### config.mk
export PLATFORM = sky130hd
export DESIGN_NAME = yuy2_pair_to_rgb
export DESIGN_NICKNAME = d
export VERILOG_FILES = /design/src/sv/yp2r_pkg.sv /design/src/sv/yp2r_chroma.sv /design/src/sv/yp2r_lane.sv /design/src/sv/yuy2_pair_to_rgb.sv
export VERILOG_INCLUDE_DIRS = /design/src /design/src/sv
export SDC_FILE = /design/constraint.sdc
export NUM_CORES = 1
export LEC_CHECK = 0
export ABC_AREA = 1
export BUFFER_PORTS_ARGS = -buffer_cell sky130_fd_sc_hd__buf_2
export CORE_ASPECT_RATIO = 1.5
export CORE_UTILIZATION = 40
export CTS_CLUSTER_SIZE = 12
export DETAILED_ROUTE_END_ITERATION = 12
export MAX_ROUTING_LAYER = met4
export PLACE_DENSITY = 0.61
export SYNTH_ARGS = -nofsm -noshare
export SYNTH_HDL_FRONTEND = slang
export SYNTH_HIERARCHICAL = 1
export SYNTH_SLANG_ARGS = --single-unit
export TNS_END_PERCENT = 20
### constraint.sdc
create_clock -name i_clk -period 10.9 [get_ports i_clk]
set_input_delay 0.545 -clock i_clk [delete_from_list [all_inputs] [get_ports i_clk]]
set_output_delay 0.545 -clock i_clk [all_outputs]
set_load 0.05 [all_outputs]
### src/sv/yuy2_pair_to_rgb_macros.svh
// Assertion macros used by the yuy2_pair_to_rgb top level.
`ifndef YUY2_PAIR_TO_RGB_MACROS_SVH
`define YUY2_PAIR_TO_RGB_MACROS_SVH

// Check that a condition holds on every clock edge outside reset.
`define YP2R_ASSERT_ALWAYS(label, cond) \
    label: assert property (@(posedge i_clk) disable iff (!i_rst_n) (cond)) \
        else $error("yp2r assertion failed");

// Check that a trigger leads to a consequence starting in the next cycle.
`define YP2R_ASSERT_NEXT(label, trig, cons) \
    label: assert property (@(posedge i_clk) disable iff (!i_rst_n) (trig) |=> (cons)) \
        else $error("yp2r assertion failed");

`endif

### src/sv/yp2r_pkg.sv
// Shared types, coefficients and helpers for the YUY2 to RGB converter.
`timescale 1ns / 1ps
package yp2r_pkg;

    localparam int FRACTION_BITS_DEF = 16;

    // Coefficient magnitudes with 24 fraction bits.
    localparam longint KY24  = 64'sd19535115;
    localparam longint KRV24 = 64'sd26916147;
    localparam longint KGU24 = 64'sd6599540;
    localparam longint KGV24 = 64'sd13697882;
    localparam longint KBU24 = 64'sd33956935;

    localparam int COEF_FRAC_SRC = 24;
    localparam logic [7:0] LUMA_OFFSET   = 8'd16;
    localparam logic [7:0] CHROMA_OFFSET = 8'd128;
    localparam logic [7:0] CHANNEL_MAX   = 8'd255;

    typedef struct packed {
        logic [7:0] luma_first;
        logic [7:0] chroma_blue;
        logic [7:0] luma_second;
        logic [7:0] chroma_red;
    } t_yuy2_in;

    typedef struct packed {
        logic [23:0] rgb_first;
        logic [23:0] rgb_second;
    } t_rgb_out;

    // Round a 24-fraction-bit coefficient half up to fb fraction bits.
    function automatic longint to_frac(input longint k24, input int fb);
        longint drop;
        drop = longint'(COEF_FRAC_SRC - fb);
        return (k24 + ((64'sd1 <<< drop) >>> 1)) >>> drop;
    endfunction

    // Remove the byte offset and widen to a signed 9-bit difference.
    function automatic logic signed [8:0] offset_diff(input logic [7:0] val,
                                                      input logic [7:0] ofs);
        return $signed({1'b0, val}) - $signed({1'b0, ofs});
    endfunction

endpackage

### src/sv/yp2r_chroma.sv
// Shared chroma product unit: four coefficient products registered once per beat.
`timescale 1ns / 1ps
module yp2r_chroma #(
    parameter int FRACTION_BITS = yp2r_pkg::FRACTION_BITS_DEF
) (
    input  logic                           i_clk,
    input  logic [7:0]                     i_chroma_blue,
    input  logic [7:0]                     i_chroma_red,
    output logic signed [FRACTION_BITS+11:0] o_rv,
    output logic signed [FRACTION_BITS+11:0] o_gu,
    output logic signed [FRACTION_BITS+11:0] o_gv,
    output logic signed [FRACTION_BITS+11:0] o_bu
);
    localparam int PW = FRACTION_BITS + 12;

    localparam logic signed [PW-1:0] C_KRV = PW'(yp2r_pkg::to_frac(yp2r_pkg::KRV24, FRACTION_BITS));
    localparam logic signed [PW-1:0] C_KGU = PW'(yp2r_pkg::to_frac(yp2r_pkg::KGU24, FRACTION_BITS));
    localparam logic signed [PW-1:0] C_KGV = PW'(yp2r_pkg::to_frac(yp2r_pkg::KGV24, FRACTION_BITS));
    localparam logic signed [PW-1:0] C_KBU = PW'(yp2r_pkg::to_frac(yp2r_pkg::KBU24, FRACTION_BITS));

    logic signed [8:0]    w_ud;
    logic signed [8:0]    w_vd;
    logic signed [PW-1:0] w_ud_ext;
    logic signed [PW-1:0] w_vd_ext;
    logic signed [PW-1:0] r_rv;
    logic signed [PW-1:0] r_gu;
    logic signed [PW-1:0] r_gv;
    logic signed [PW-1:0] r_bu;

    assign w_ud     = yp2r_pkg::offset_diff(i_chroma_blue, yp2r_pkg::CHROMA_OFFSET);
    assign w_vd     = yp2r_pkg::offset_diff(i_chroma_red, yp2r_pkg::CHROMA_OFFSET);
    assign w_ud_ext = PW'(w_ud);
    assign w_vd_ext = PW'(w_vd);

    always_ff @(posedge i_clk) begin
        r_rv <= C_KRV * w_vd_ext;
        r_gu <= C_KGU * w_ud_ext;
        r_gv <= C_KGV * w_vd_ext;
        r_bu <= C_KBU * w_ud_ext;
    end

    assign o_rv = r_rv;
    assign o_gu = r_gu;
    assign o_gv = r_gv;
    assign o_bu = r_bu;

endmodule

### src/sv/yp2r_lane.sv
// One pixel lane: luma product, channel sums and clamp to a packed RGB word.
`timescale 1ns / 1ps
module yp2r_lane #(
    parameter int FRACTION_BITS = yp2r_pkg::FRACTION_BITS_DEF
) (
    input  logic                             i_clk,
    input  logic [7:0]                       i_luma,
    input  logic signed [FRACTION_BITS+11:0] i_rv,
    input  logic signed [FRACTION_BITS+11:0] i_gu,
    input  logic signed [FRACTION_BITS+11:0] i_gv,
    input  logic signed [FRACTION_BITS+11:0] i_bu,
    output logic [23:0]                      o_pix
);
    localparam int PW = FRACTION_BITS + 12;

    localparam logic signed [PW-1:0] C_KY = PW'(yp2r_pkg::to_frac(yp2r_pkg::KY24, FRACTION_BITS));

    logic signed [8:0]    w_yd;
    logic signed [PW-1:0] r_yterm;
    logic signed [PW-1:0] w_r;
    logic signed [PW-1:0] w_g;
    logic signed [PW-1:0] w_b;
    logic [23:0]          r_pix;

    // Negative sums go to zero, anything at or above 256 saturates.
    function automatic logic [7:0] clamp_channel(input logic signed [PW-1:0] acc);
        logic [7:0] res;
        if (acc[PW-1]) begin
            res = 8'd0;
        end else if (|acc[PW-2:FRACTION_BITS+8]) begin
            res = yp2r_pkg::CHANNEL_MAX;
        end else begin
            res = acc[FRACTION_BITS+7:FRACTION_BITS];
        end
        return res;
    endfunction

    assign w_yd = yp2r_pkg::offset_diff(i_luma, yp2r_pkg::LUMA_OFFSET);

    always_ff @(posedge i_clk) begin
        r_yterm <= C_KY * PW'(w_yd);
    end

    assign w_r = r_yterm + i_rv;
    assign w_g = r_yterm - i_gu - i_gv;
    assign w_b = r_yterm + i_bu;

    always_ff @(posedge i_clk) begin
        r_pix <= {clamp_channel(w_r), clamp_channel(w_g), clamp_channel(w_b)};
    end

    assign o_pix = r_pix;

endmodule

### src/sv/yuy2_pair_to_rgb.sv
// Top level: YUY2 macropixel to two packed RGB pixels, two lanes and a merge stage.
`timescale 1ns / 1ps
`include "yuy2_pair_to_rgb_macros.svh"
// Usage:
//   Input channel: drive i_data (Y0, U, Y1, V) and raise start for one cycle
//   per macropixel. A beat is taken on each rising edge with start high and
//   busy low. busy is always low, so a new beat may arrive every cycle.
//   Output channel: o_valid pulses for exactly one cycle while o_result holds
//   the left and right pixels, each packed R[23:16] G[15:8] B[7:0].
//   The receiver cannot hold results off; it must take each beat when shown.
// Pipeline:
//   The taking edge registers the coefficient products (shared chroma
//   unit plus one luma multiplier per lane); the second register stage
//   then registers the channel sums and clamp in each lane. The strobe is
//   high in the cycle after that second register stage loads. One
//   macropixel is taken and one result given every clock cycle, sustained.
// Reset:
//   i_rst_n is synchronous, active low; it clears the valid pipeline so no
//   strobe appears for beats in flight. The datapath registers are not reset.
module yuy2_pair_to_rgb #(
    parameter int FRACTION_BITS = yp2r_pkg::FRACTION_BITS_DEF
) (
    input  logic               i_clk,
    input  logic               i_rst_n,
    input  logic               start,
    output logic               busy,
    input  yp2r_pkg::t_yuy2_in i_data,
    output logic               o_valid,
    output yp2r_pkg::t_rgb_out o_result
);
    localparam int PW = FRACTION_BITS + 12;

    logic                 w_accept;
    logic [1:0]           r_vld;
    logic [1:0]           n_vld;
    logic signed [PW-1:0] w_rv;
    logic signed [PW-1:0] w_gu;
    logic signed [PW-1:0] w_gv;
    logic signed [PW-1:0] w_bu;
    logic [23:0]          w_pix_first;
    logic [23:0]          w_pix_second;
    logic                 w_same_luma;
    logic                 w_grey_in;
    logic                 w_grey_out;
    logic                 w_pair_equal;

    assign busy     = 1'b0;
    assign w_accept = start && !busy;

    yp2r_chroma #(
        .FRACTION_BITS(FRACTION_BITS)
    ) u_chroma (
        .i_clk        (i_clk),
        .i_chroma_blue(i_data.chroma_blue),
        .i_chroma_red (i_data.chroma_red),
        .o_rv         (w_rv),
        .o_gu         (w_gu),
        .o_gv         (w_gv),
        .o_bu         (w_bu)
    );

    yp2r_lane #(
        .FRACTION_BITS(FRACTION_BITS)
    ) u_lane_first (
        .i_clk (i_clk),
        .i_luma(i_data.luma_first),
        .i_rv  (w_rv),
        .i_gu  (w_gu),
        .i_gv  (w_gv),
        .i_bu  (w_bu),
        .o_pix (w_pix_first)
    );

    yp2r_lane #(
        .FRACTION_BITS(FRACTION_BITS)
    ) u_lane_second (
        .i_clk (i_clk),
        .i_luma(i_data.luma_second),
        .i_rv  (w_rv),
        .i_gu  (w_gu),
        .i_gv  (w_gv),
        .i_bu  (w_bu),
        .o_pix (w_pix_second)
    );

    // Advance the strobe alongside the two datapath stages.
    assign n_vld = {r_vld[0], w_accept};

    always_ff @(posedge i_clk) begin
        if (!i_rst_n) begin
            r_vld <= 2'b00;
        end else begin
            r_vld <= n_vld;
        end
    end

    // Merge the lane words into one result beat.
    assign o_valid             = r_vld[1];
    assign o_result.rgb_first  = w_pix_first;
    assign o_result.rgb_second = w_pix_second;

    assign w_same_luma  = w_accept && (i_data.luma_first == i_data.luma_second);
    assign w_grey_in    = w_accept && (i_data.chroma_blue == yp2r_pkg::CHROMA_OFFSET)
                          && (i_data.chroma_red == yp2r_pkg::CHROMA_OFFSET);
    assign w_grey_out   = (o_result.rgb_first[23:16] == o_result.rgb_first[7:0])
                          && (o_result.rgb_first[15:8] == o_result.rgb_first[7:0]);
    assign w_pair_equal = (o_result.rgb_first == o_result.rgb_second);

    `YP2R_ASSERT_NEXT(a_latency, w_accept, ##1 o_valid)
    `YP2R_ASSERT_ALWAYS(a_no_orphan, !o_valid || $past(start, 2))
    `YP2R_ASSERT_NEXT(a_lanes_agree, w_same_luma, ##1 w_pair_equal)
    `YP2R_ASSERT_NEXT(a_neutral_grey, w_grey_in, ##1 w_grey_out)

endmodule

# Word-level counts from Yosys, hierarchy flattened
# Cells that the tools add are included.
# op_classes
reduce_logical	6
addsub	12
multipliers	6
muxes	6
# op_table
cell	n
adder 28 bit	4
subtractor 28 bit	4
multiplier 18 x 9 -> 27 bit (first input constant)	3
multiplier 17 x 9 -> 26 bit (first input constant)	2
2-to-1 mux 8 bit	6
multiplier 16 x 9 -> 25 bit (first input constant)	1
OR reduction 3 bit	6
subtractor 8 x 5 -> 9 bit (second input constant)	2
subtractor 8 x 8 -> 9 bit (second input constant)	2
# word_totals
output_inout_bits	50
wordCells	43
in_bits	35
reg_bits	216

# Depth between registers and ports, before layout
# depth
word_depth	4
depth_mapped	25
mapped_depth_nobuf	25

# Cells and area by module
# Netlist, hierarchy kept.
# modules_own_cells
module	cells_per_inst	seq_area_each_um2	n_inst	area_per_inst_um2
yp2r_chroma	1461	2042.0	1	11619.9
yp2r_lane (u_lane_first)	1627	1021.0	1	9903.2
yp2r_lane (u_lane_second)	1605	1021.0	1	9813.2
yuy2_pair_to_rgb	8	40.0	1	66.3

# Least setup slack after synthesis
# No wires, ideal clock.
# synth_path
kind	input to register
from	in i_data[28] (netlist bit)
to	reg u_lane_first.r_yterm[23]
required_time_ns	10.780
arrival_time_ns	4.718
n_path_buf	0
setup_time_ns	0.120
setup_slack_ns	6.062
path_stages	19
cell_sequence	inv_1 > ha_1 > nand2_1 > nor2_1 > inv_1 > xor2_1 > inv_1 > fa_1 > inv_1 > fa_1 > fa_1 > inv_1 > ha_1 > ha_1 > a21oi_1 > o21ai_0 > a211oi_1 > nand3_1 > xor2_1
# synth_between
elab_chain_cells	2
# synth_rtl
element	line	source
start: declaration	yuy2_pair_to_rgb.sv:27	input yp2r_pkg::t_yuy2_in i_data,
subtractor 8 x 5 -> 9 bit	yp2r_pkg.sv:41	return $signed({1'b0, val}) - $signed({1'b0, ofs});
multiplier 18 x 9 -> 27 bit	yp2r_lane.sv:41	r_yterm <= C_KY * PW'(w_yd);
end signal: assignment	yp2r_lane.sv:41	
end: declaration	yp2r_lane.sv:19	logic signed [PW-1:0] r_yterm;
# No other way between the ends.
# A chain may end at the register's enable or synchronous reset.

# Worst setup path in the final report
# layout_path
from	in i_data[28] (netlist bit)
to	reg u_lane_first.r_yterm[25]
# Same word-level chain as after synthesis.

==> out/metrics.yaml <==
outcome: "completed"
finalClockSkew_ps: 20.6
nets: 5621
cts_buffers: 27
ys_types: 52
max-cap-violations: 0
clkTransAtPathRegs_ps: 70
cts_resized: 0
cts_tree: "yes"
worstSkewPairLatency_ps: 580
clock-sinks: 206
synthArstFlopShare_pct: 0
yosysWarnings: 6
path_max_fanout: 7
seq_area_frac_synth_pct: 13.1
syn_to_final_growth_pct: 7.91
hold_end: "u_lane_second/r_yterm[1]"
worst-setup-path-type: "input pin to register"
root_buffer: "clkbuf_16"
start_kind: "input pin"
drc: 0
synthFlopType: "dfxtp_1"
slew_headroom_pct: 46.5
crit_arrival_ps: 5590
tightest_slew_ps: 801
clockBufferDepth: 3
hold_viol_final: 0
antenna_found_initial: 0
min-delay-start: "i_data[9]"
die_height_um: 345
cts_hold_buf: 0
initial_core_util_pct: 40.5
h-tree-depth: 1
cp.required_ps: 11370
dieArea_um2: 79700
synth_edf_count: 0
fmax_ghz: 0.195
grtUsageTotal_pct: 26.5
grt_pass1_vias: 29000
vias: 28700
grt_max_degree: 19
die_w_um: 231
worstSetupEndpointType: "register"
port_buffers: 83
placed_cells: 5792
rsz0062_at_grt: "false"
wl_per_cell_um: 17.4
fin_setup_tns_ps: 0
worstReg2RegEnd: "u_lane_first/o_pix[13]"
row_count: 125
gp_congestion: 1.04
setup_viol: 0
rrSetupSlack_ps: 7710
slew_viol_final: 0
drt_iter0_drc: 1295
r2r_cells: 13
routed_via_density: 4.92
totalWireLength_um: 101000
gr-total-overflow: 0
syn_area_um2: 31400
stdcell_count: 5839
antenna_left: 0
whs_path_depth: 1
fin_util_pct: 43.7
fin_crit_ps: 5120
hold-worst-slack_ps: 146
drt-pass1-iter-count: 6
period_share_pct: 47.0
avgSynthCellArea_um2: 6.68
io-pin-count: 85
coreArea_um2: 77600
grt_pass1_wl_um: 158000
syn_inst: 4701
r2r_start: "u_chroma/o_gu[24]"
hold_class: "input pin to register"
postCtsSetupBuffers: 0
dpl.hpwl_um: 90500
drive_gt1_share_pct: 5.08
synth-seq-cells: 206
n_antenna_cell: 0
-- worst max-delay path by stage --
stage	cells after the start	slack (ps)	start	endpoint
finish	21	5780	i_data[28]	u_lane_first/r_yterm[25]
detailed placement	21	5250	i_data[28]	u_lane_first/r_yterm[25]
global route	21	5430	i_data[28]	u_lane_first/r_yterm[25]
CTS	21	5860	i_data[28]	u_lane_first/r_yterm[25]
global placement	21	5300	i_data[28]	u_lane_first/r_yterm[25]
floorplan	19	6060	i_data[28]	u_lane_first/r_yterm[23]
-- cell families after synthesis --
group | synth area share, %
adder cells (fa/ha/maj) | 35.3
AND/OR/NAND/NOR | 30.8
XOR/XNOR | 2.85
buffers and inverters | 12.6
flip-flops | 13.1
other | 0.0239
AO/OA/AOI/OAI | 5.41
-- cell type report --
| class | instances | area, um^2 |
|---|---|---|
| multi-input cells | 3455 | 23300 |
| fillers | 8344 | 43700 |
| well taps | 1016 | 1270 |
| clock buffers | 30 | 697 |
| inverters | 1030 | 3870 |
| repair buffers | 85 | 430 |
| flip-flops and latches | 206 | 4120 |
| clock inverters | 17 | 163 |
-- stage by stage --
step	cell area, um^2	setup slack [ps]
6_report	33900	5780
4_1_cts	33900	5860
3_3_place_gp	33000	5300
2_1_floorplan	31400	6060
3_5_place_dp	33000	5250
5_1_grt	33900	5430
-- critical path: stages --
cell and delay (ps):
buf_2 130, inv_1 200, ha_1 200, nand2_1 80, nor2_1 410, inv_1 200, nor2_1 400, inv_1 160
fa_1 420, fa_1 490, inv_1 50, fa_1 470, ha_1 300, ha_1 380, a21oi_1 230, nor2_1 60
nor2_1 160, nor2_1 60, nor3_1 310, nand3_1 150, xor2_1 160
-- cells in the mapped netlist (10+ instances only) --
cell type / instances / area (um^2)
a21o_1: 17 / 128
a21oi_1: 185 / 926
and2_1: 10 / 62.6
buf_4: 11 / 82.6
dfxtp_1: 206 / 4120
fa_1: 173 / 3460
ha_1: 608 / 7610
inv_1: 1019 / 3820
nand2_1: 1431 / 5370
nand2_2: 37 / 231
nand3_1: 199 / 996
nand3_2: 17 / 170
nand3b_1: 25 / 188
nand4_1: 96 / 601
nor2_1: 351 / 1320
nor2_2: 20 / 125
nor3_1: 40 / 200
o21ai_0: 55 / 275
o21bai_1: 23 / 173
xnor2_1: 29 / 254
xor2_1: 70 / 613
-- cell usage in the layout (no fill, tap or decap), types with 6 or more instances in the layout --
master     count
nand3_1      199
dfxtp_1      206
nand2_2       37
nand3_2       17
o21bai_1      23
inv_2          9
nand4_1       96
o21ai_1        8
o21ai_0       55
nor2_2        20
nor2_1       351
a21oi_1      185
nand2_4        6
nand2_1     1431
fa_1         173
clkbuf_16     27
ha_1         608
nand3b_1      25
nor3_1        40
xor2_1        70
buf_2         83
a21o_1        17
inv_1       1019
and2_1        10
clkinv_2       7
xnor2_1       29
-- per-layer routing --
layer | part of all wire [%] | GRT usage (%) | vias up
met1 | 36 | 26.2 | 13000
met4 | 8.1 | 17.9 | 0
met2 | 51 | 48.5 | 633
li1 | - | - | 14800
met5 | 0 | - | -
met3 | 4.0 | 2.71 | 285
-- flip-flops by register name, summed over array words and instances (netlist names) --
register               count
u_lane_second/o_pix       24
u_chroma/o_bu             25
u_lane_first/r_yterm      27
u_chroma/o_gu             25
u_lane_first/o_pix        24
u_chroma/o_gv             26
u_lane_second/r_yterm     27
u_chroma/o_rv             26
r_vld                      2
Power is not shown: default switching activity piles up to over one toggle a cycle in this logic, so the estimate is an artifact.
